[src/design/lhd_pkg.sv]
package lhd_pkg;

	// sizing of the point store
	localparam int MAX_POINTS  = 256;
	localparam int MAX_DIMS    = 16;
	localparam int STORE_DEPTH = MAX_POINTS * MAX_DIMS;
	localparam int ADDR_W      = $clog2(STORE_DEPTH);
	localparam int CNT_W       = $clog2(STORE_DEPTH + 1);
	localparam int PT_W        = (MAX_POINTS > 1) ? $clog2(MAX_POINTS) : 1;
	localparam int DIM_W       = (MAX_DIMS > 1) ? $clog2(MAX_DIMS) : 1;
	localparam int SUM_W       = $clog2(STORE_DEPTH + 1);

	// field widths
	localparam int N_W     = 9;
	localparam int K_W     = 5;
	localparam int LVL_W   = 8;
	localparam int SHIFT_W = 8;
	localparam int MODE_W  = 2;
	localparam int VAL_W   = 9;
	localparam int DIST_W  = 13;
	localparam int CFG_W   = 9;
	localparam int CFG_IDX_W = 2;

	localparam logic [DIST_W-1:0] DIST_MAX = '1;

	// register indexes
	localparam logic [CFG_IDX_W-1:0] REG_NUM_POINTS     = 2'd0;
	localparam logic [CFG_IDX_W-1:0] REG_NUM_DIMS       = 2'd1;
	localparam logic [CFG_IDX_W-1:0] REG_SHIFT          = 2'd2;
	localparam logic [CFG_IDX_W-1:0] REG_TRANSFORM_MODE = 2'd3;

	// transform codes
	localparam logic [MODE_W-1:0] XFORM_NONE         = 2'd0;
	localparam logic [MODE_W-1:0] XFORM_WILLIAMS     = 2'd1;
	localparam logic [MODE_W-1:0] XFORM_MOD_WILLIAMS = 2'd2;

	typedef struct packed {
		logic [N_W-1:0]    n;
		logic [MODE_W-1:0] mode;
	} fold_cfg_t;

	typedef enum logic [2:0] {
		ST_LOAD,
		ST_FOLD,
		ST_PAIR,
		ST_DRAIN,
		ST_DONE
	} state_t;

endpackage

[src/design/lhd_fold.sv]
module lhd_fold (
	input  logic                    clk,
	input  logic                    arst_n,
	input  logic                    start,
	input  logic [lhd_pkg::VAL_W-1:0] sum,
	input  lhd_pkg::fold_cfg_t      cfg,
	output logic                    done,
	output logic [lhd_pkg::VAL_W-1:0] value
);
	import lhd_pkg::*;

	localparam int STEP_W = $clog2(VAL_W);
	localparam logic [STEP_W-1:0] STEP_LAST = STEP_W'(VAL_W - 1);

	logic              busy_q;
	logic              fin_q;
	logic [STEP_W-1:0] cnt_q;
	logic [VAL_W-1:0]  num_q;
	logic [VAL_W-1:0]  rem_q;

	logic [VAL_W:0]    trial;
	logic [VAL_W:0]    diff_w;
	logic [VAL_W-1:0]  rem_nxt;

	logic [VAL_W:0]    n_p1;
	logic [VAL_W-1:0]  half;
	logic [VAL_W-1:0]  rv;
	logic [VAL_W:0]    dbl;
	logic [VAL_W:0]    ref2;
	logic [VAL_W:0]    ref2_m1;

	// restoring remainder, one quotient bit per cycle
	assign trial   = {rem_q, num_q[VAL_W-1]};
	assign diff_w  = trial - {1'b0, cfg.n};
	assign rem_nxt = (trial >= {1'b0, cfg.n}) ? diff_w[VAL_W-1:0] : trial[VAL_W-1:0];

	always_ff @(posedge clk or negedge arst_n) begin
		if (!arst_n) begin
			busy_q <= 1'b0;
			fin_q  <= 1'b0;
			cnt_q  <= '0;
		end else begin
			fin_q <= busy_q && !start && (cnt_q == STEP_LAST);
			if (start) begin
				busy_q <= 1'b1;
				cnt_q  <= '0;
			end else if (busy_q) begin
				cnt_q <= cnt_q + 1'b1;
				if (cnt_q == STEP_LAST)
					busy_q <= 1'b0;
			end
		end
	end

	always_ff @(posedge clk) begin
		if (start) begin
			num_q <= sum;
			rem_q <= '0;
		end else if (busy_q) begin
			num_q <= {num_q[VAL_W-2:0], 1'b0};
			rem_q <= rem_nxt;
		end
	end

	// fold of the reduced level
	assign n_p1    = {1'b0, cfg.n} + 1'b1;
	assign half    = n_p1[VAL_W:1];
	assign rv      = cfg.n - rem_q;
	assign dbl     = {rem_q, 1'b0};
	assign ref2    = {rv, 1'b0};
	assign ref2_m1 = ref2 - 1'b1;

	always_comb begin
		case (cfg.mode)
			XFORM_WILLIAMS:     value = (rem_q < half) ? dbl[VAL_W-1:0] : ref2_m1[VAL_W-1:0];
			XFORM_MOD_WILLIAMS: value = (rem_q < half) ? dbl[VAL_W-1:0] : ref2[VAL_W-1:0];
			default:            value = rem_q;
		endcase
	end

	assign done = fin_q;

endmodule

[config.mk]
export PLATFORM = sky130hd
export DESIGN_NAME = lhd_fold
export DESIGN_NICKNAME = d
export VERILOG_FILES = /design/src/design/lhd_pkg.sv /design/src/design/lhd_fold.sv
export SDC_FILE = /design/constraint.sdc
export NUM_CORES = 1
export LEC_CHECK = 0
export ABC_CLOCK_PERIOD_IN_PS = 10800
export BUFFER_PORTS_ARGS = -buffer_cell sky130_fd_sc_hd__clkbuf_2
export CELL_PAD_IN_SITES_DETAIL_PLACEMENT = 0
export CELL_PAD_IN_SITES_GLOBAL_PLACEMENT = 1
export CORE_MARGIN = 3
export CORE_UTILIZATION = 30
export DETAILED_ROUTE_END_ITERATION = 12
export GPL_ROUTABILITY_DRIVEN = 0
export PLACE_DENSITY_LB_ADDON = 0.1
export SLEW_MARGIN = 20
export SYNTH_ARGS = -nofsm -noshare
export SYNTH_HDL_FRONTEND = slang
export SYNTH_SLANG_ARGS = --single-unit
[constraint.sdc]
create_clock -name clk -period 10.8 [get_ports clk]
set_input_delay 2.16 -clock clk [delete_from_list [all_inputs] [get_ports clk]]
set_output_delay 2.16 -clock clk [all_outputs]
set_load 0.01 [all_outputs]
==> results.json, run 1 <==
{
  "peakVddDrop_v": 0.0000780,
  "holdBufCountCts": 0,
  "finalSetupViolCount": 0,
  "p_per_area_mw_per_mm2": 220,
  "n_fill_cell": 849,
  "synth.area.top_cells": "ha_1 (15%), edfxtp_1 (11%), dfxtp_1 (7.1%), dfrtp_1 (5.9%), xnor2_1 (5.2%)",
  "drive_gt1_frac": 0.169,
  "r2r-end": "rem_q[5]$_SDFFE_PP0P_",
  "cts-buffers-inserted": 3,
  "hold_start": "num_q[3]$_DFFE_PP_",
  "fp.coreArea_mm2": 0.00797,
  "period_share": 0.665,
  "antennaDiodeCount": 0,
  "vias": 2190,
  "rows": 32,
  "rsz0062_at_grt": "false",
  "yosysUniqueCellTypes": 58,
  "yosys.area.top_type_share": 0.148,
  "max_freq_mhz": 139,
  "critPathKind": "in -> out",
  "r2r_setup_slack_ns": 8.05,
  "clock-sinks": 24,
  "first_iter_violations": 57,
  "first_pass_iters": 4,
  "grt_pass1_wl_um": 11100,
  "crit_chain": "clkbuf_2 > inv_1 > nor4_1 > nand3_1 > xnor2_1 > ha_1 > a21oi_1 > nor2_1 > a211oi_1 > o21ai_1 > buf_4 > and2_0 > o41ai_2 > clkbuf_2",
  "yosys.area.top_type": "ha_1",
  "htree_levels": 1,
  "antenna_left": 0,
  "path_max_fanout": 22,
  "period_needed_ns": 7.18,
  "cts_tree": "done",
  "grtUsageMet1": 0.194,
  "cp_slowest_cell": "nor4_1",
  "slowest_delay_ns": 0.52,
  "overflow": 0,
  "synth_nets": 356,
  "syn_avg_cell_area_um2": 8.44,
  "avgRoutedWirePerCell_um": 15.8,
  "syn_area_mm2": 0.00254,
  "syn_inst": 301,
  "cts_resized": 0,
  "hold_viol": 0,
  "place_area_mm2": 0.00278,
  "yosysWarnings": 0,
  "cts_buffer_depth": 2,
  "hold_depth": 1,
  "hpwl_um": 5250,
  "netlist_top_cells_count": "ha_1 (30), inv_1 (30), nor2_1 (25)",
  "worstMarginPinSlew_ns": 0.742,
  "leakage_nw": 1.27,
  "power_mw": 0.623,
  "reg2reg_depth": 8,
  "timing.critical_path.mode_cell": "clkbuf_2",
  "grtUsageMet2": 0.243,
  "drt_wl_total_um": 6760,
  "die_h_um": 98.0,
  "grt_pass1_vias": 2115,
  "slew_violations": 0,
  "tns_ns": 0,
  "start_util": 0.319,
  "arrival_ns": 5.02,
  "top_usage_layer": "met2",
  "synth_edf_count": 9,
  "min_path_type": "reg -> reg",
  "io_pins": 33,
  "relSlewSlack": 0.503,
  "grtUsageTotal": 0.141,
  "worstSetupStartpointType": "primary input",
  "r2r-start": "rem_q[4]$_SDFFE_PP0P_",
  "area_growth_pct": 11.3,
  "crit_buf_inv": 4,
  "min_to": "num_q[4]$_DFFE_PP_",
  "ys_seq_area_frac": 0.236,
  "dieArea_mm2": 0.00961,
  "design_area_mm2": 0.00283,
  "grt_antenna_before_repair": 0,
  "cpLargestDelayFamily": "simple AND/OR/NAND/NOR gates",
  "fin_util": 0.355,
  "grt_use_met3": 0.0143,
  "status": "finished, final reports clean",
  "ys.flop_type": "edfxtp_1",
  "path_clk_slew_ns": 0.08,
  "cts-root-buf": "clkbuf_8",
  "hold_slack_ns": 0.551,
  "postCtsSetupBuffers": 0,
  "ys_seq_elements": 24,
  "cap_violations": 0,
  "io_buffers": 32,
  "worstSetupEndpointType": "primary output",
  "via_per_inst": 5.12,
  "die_w_um": 98.0,
  "skew_ns": 0.00209,
  "grt_max_degree": 28,
  "final_nets": 382,
  "clk_latency_ns": 0.26,
  "required_ns": 8.64,
  "synthArstFlopShare": 0.250,
  "drcViolationCount": 0
}
==> power by group <==
group	switching (mW)	internal [mW]	total, mW
sequential	0.0411	0.113	0.154
clock	0.0268	0.0263	0.0531
combinational	0.235	0.180	0.416
total	0.303	0.320	0.623
==> worst reg2reg max path, stage by stage, from the launching register on <==
cell and delay (ns):
dfxtp_1 0.55, ha_1 0.38, a21o_1 0.19, a21oi_2 0.13, nor2b_1 0.07, o31ai_2 0.26, nor4b_4 0.67, mux2i_1 0.17
a211oi_1 0.24
==> sequential cells by signal (all words and copies together), names as in the netlist <==
register	flops
done	1
num_q	9
cnt_q	4
busy_q	1
rem_q	9
==> cells by family after synthesis <==
kind of cell,Yosys count,synth area share
buffers and inverters,42,0.0650
adders and majority gates,32,0.163
xor gates and xnor gates,21,0.0724
AOI/OAI and AO/OA,75,0.209
muxes,17,0.0714
DFF,24,0.236
and+or+nand+nor,90,0.182
==> metal layers <==
metal	vias up	share of wire
li1	1139	-
met1	1000	0.48
met2	47	0.47
met3	4	0.040
met4	0	0.0034
met5	-	0
==> layout make-up <==
cell class	instances	area (um^2)	share of cell area
Inverter	30	113	0.0398
Sequential cell	24	601	0.212
Clock buffer	4	45.0	0.0159
Timing Repair Buffer	33	168	0.0593
Tap cell	102	128	0.0451
Multi-Input combinational cell	235	1780	0.628
==> worst max-delay path by stage <==
stage	to	cells after the start	startpoint
2_1_floorplan	value[5]	12	cfg[7]
3_3_place_gp	value[3]	15	cfg[6]
3_5_place_dp	value[6]	14	cfg[6]
4_1_cts	value[6]	14	cfg[6]
5_1_grt	value[5]	14	cfg[6]
6_report	value[6]	14	cfg[6]
==> layout by cell type (no fill, tap or decap), types with 4 or more instances in the layout <==
master / count
xnor2_1: 15
and2_1: 4
dfxtp_1: 9
mux2_2: 9
a21o_1: 7
edfxtp_1: 9
nor2_1: 25
nand4_1: 4
dfrtp_1: 6
o21ai_0: 9
xor2_1: 6
nand2_1: 18
a21oi_1: 17
ha_1: 30
clkbuf_2: 32
nor2b_1: 6
nor3_1: 7
inv_1: 30
a211oi_1: 8
a31oi_1: 5
nand3_1: 12
mux2i_1: 8
==> stage by stage <==
| step | std cells | setup slack [ns] |
|---|---|---|
| floorplan | 301 | 4.15 |
| global placement | 424 | 3.61 |
| detailed placement | 424 | 3.66 |
| CTS | 428 | 3.64 |
| global route | 428 | 3.37 |
| finish | 428 | 3.62 |
(Power assumes the default switching activity.)
==> run 2, diff against run 1 <==
--- a/config.mk
+++ b/config.mk
@@ -5,7 +5,7 @@
 export SDC_FILE = /design/constraint.sdc
 export NUM_CORES = 1
 export LEC_CHECK = 0
-export ABC_CLOCK_PERIOD_IN_PS = 10800
+export ABC_CLOCK_PERIOD_IN_PS = 7500
 export BUFFER_PORTS_ARGS = -buffer_cell sky130_fd_sc_hd__clkbuf_2
 export CELL_PAD_IN_SITES_DETAIL_PLACEMENT = 0
 export CELL_PAD_IN_SITES_GLOBAL_PLACEMENT = 1
==> constraint.sdc (replaced) <==
create_clock -name clk -period 7.5 [get_ports clk]
set_input_delay 1.5 -clock clk [delete_from_list [all_inputs] [get_ports clk]]
set_output_delay 1.5 -clock clk [all_outputs]
set_load 0.01 [all_outputs]
==> run 2 against run 1 <==
  * Combinational power rose by 44%
  * Critical path type unchanged
  * Flip-flop and latch count unchanged
  * Critical endpoint is now value[3]
  * Sequential share of layout area is the same
  * Sequential power grew 44%
  * Wire length grew 1.2%
  * Worst setup slack worse by 1.9 ns
  * Clock power grew 46%
  * Non-clock buffer count stayed put
  * Final cell count unchanged
==> results.json, run 2 (same netlist as run 1, synthesis figures left out) <==
{
  "grt_max_degree": 28,
  "clock-sinks": 24,
  "drcViolationCount": 0,
  "holdBufCountCts": 0,
  "io_pins": 33,
  "final_cell_mix": "clkbuf_2 (32), inv_1 (30), ha_1 (30)",
  "peakVddDrop_v": 0.0000852,
  "fp.coreArea_mm2": 0.00797,
  "final_nets": 382,
  "hold_viol": 0,
  "die_w_um": 98.0,
  "grt_antenna_before_repair": 0,
  "clk_latency_ns": 0.26,
  "arrival_ns": 4.33,
  "dieArea_mm2": 0.00961,
  "period_share": 0.777,
  "cts-root-buf": "clkbuf_8",
  "drive_gt1_frac": 0.169,
  "path_max_fanout": 22,
  "rsz0062_at_grt": "false",
  "worstSetupEndpointType": "primary output",
  "slew_violations": 0,
  "max_freq_mhz": 172,
  "grt_pass1_vias": 2180,
  "rows": 32,
  "hpwl_um": 5240,
  "first_iter_violations": 68,
  "drt_wl_total_um": 6840,
  "largest_registers": "num_q (9), rem_q (9), cnt_q (4)",
  "grt_pass1_wl_um": 11400,
  "min_path_type": "reg -> reg",
  "cts_tree": "done",
  "first_pass_iters": 4,
  "start_util": 0.319,
  "area_growth_pct": 11.3,
  "cap_violations": 0,
  "required_ns": 6.00,
  "worstMarginPinSlew_ns": 0.754,
  "p_per_area_mw_per_mm2": 318,
  "htree_levels": 1,
  "grtUsageTotal": 0.144,
  "power_mw": 0.899,
  "vias": 2218,
  "io_buffers": 32,
  "fin_util": 0.355,
  "avgRoutedWirePerCell_um": 16.0,
  "path_clk_slew_ns": 0.08,
  "antennaDiodeCount": 0,
  "overflow": 0,
  "cts_resized": 0,
  "cts-buffers-inserted": 3,
  "cts_buffer_depth": 2,
  "worstSetupStartpointType": "primary input",
  "leakage_nw": 1.27,
  "relSlewSlack": 0.495,
  "antenna_left": 0,
  "die_h_um": 98.0,
  "status": "finished, final reports clean",
  "period_needed_ns": 5.83,
  "final_common_cell": "clkbuf_2",
  "finalSetupViolCount": 0,
  "n_fill_cell": 855,
  "skew_ns": 0.00364,
  "postCtsSetupBuffers": 0,
  "tns_ns": 0,
  "critPathKind": "in -> out",
  "via_per_inst": 5.18
}
[run 2: area by class of cell]
class                           count  area, um^2  area share
Multi-Input combinational cell    235        1780       0.628
Sequential cell                    24         601       0.212
Timing Repair Buffer               33         168      0.0593
Tap cell                          102         128      0.0451
Inverter                           30         113      0.0398
Clock buffer                        4        45.0      0.0159
[run 2: path summary, 6_finish.rpt]
check                                            from  cells past startpoint  slack (ns)               endpoint
worst max-delay path                           cfg[6]                     15        1.67               value[3]
worst min-delay path               num_q[3]$_DFFE_PP_                      1        0.55     num_q[4]$_DFFE_PP_
worst max register to register  rem_q[4]$_SDFFE_PP0P_                      8        4.75  rem_q[4]$_SDFFE_PP0P_
worst min register to register     num_q[3]$_DFFE_PP_                      1        0.55     num_q[4]$_DFFE_PP_
max in group asynchronous                      arst_n                      1        6.30       busy_q$_DFF_PN0_
min in group asynchronous                      arst_n                      1        1.05   cnt_q[3]$_DFFE_PN0P_
[run 2: critical path, stage by stage]
cell and delay (ns):
clkbuf_2 0.14, inv_1 0.09, nor4_1 0.51, nand3_1 0.16
xnor2_1 0.24, ha_1 0.29, a21oi_1 0.12, nor2_1 0.06
a211oi_1 0.21, o21ai_1 0.11, buf_4 0.22, nand2_1 0.08
o21ai_0 0.08, o31ai_1 0.33, clkbuf_2 0.19
[run 2: routing by layer]
| layer | vias to the layer above | global-route usage | wire, um | part of all wire |
|---|---|---|---|---|
| li1 | 1142 | - | - | - |
| met1 | 1011 | 0.207 | 3300 | 0.48 |
| met2 | 59 | 0.235 | 3180 | 0.47 |
| met3 | 6 | 0.0171 | 313 | 0.046 |
| met4 | 0 | 0.0245 | 40 | 0.0058 |
| met5 | - | 0 | 0 | 0 |
[run 2: power breakdown]
part | switching [mW] | leakage [nW] | internal [mW]
Combinational | 0.341 | 0.999 | 0.260
Clock | 0.0397 | 0.0228 | 0.0379
Sequential | 0.0584 | 0.247 | 0.163
[run 2: per-stage QoR]
| stage | std cells | area (um^2) | hold WS (ns) | setup slack [ns] |
|---|---|---|---|---|
| after detailed placement | 424 | 2780 | 0.536 | 1.72 |
| after floorplan | 301 | 2540 | 0.505 | 2.17 |
| final | 428 | 2830 | 0.552 | 1.67 |
| after global routing | 428 | 2830 | 0.573 | 1.40 |
| after global placement | 424 | 2780 | 0.528 | 1.63 |
| after CTS | 428 | 2830 | 0.556 | 1.69 |
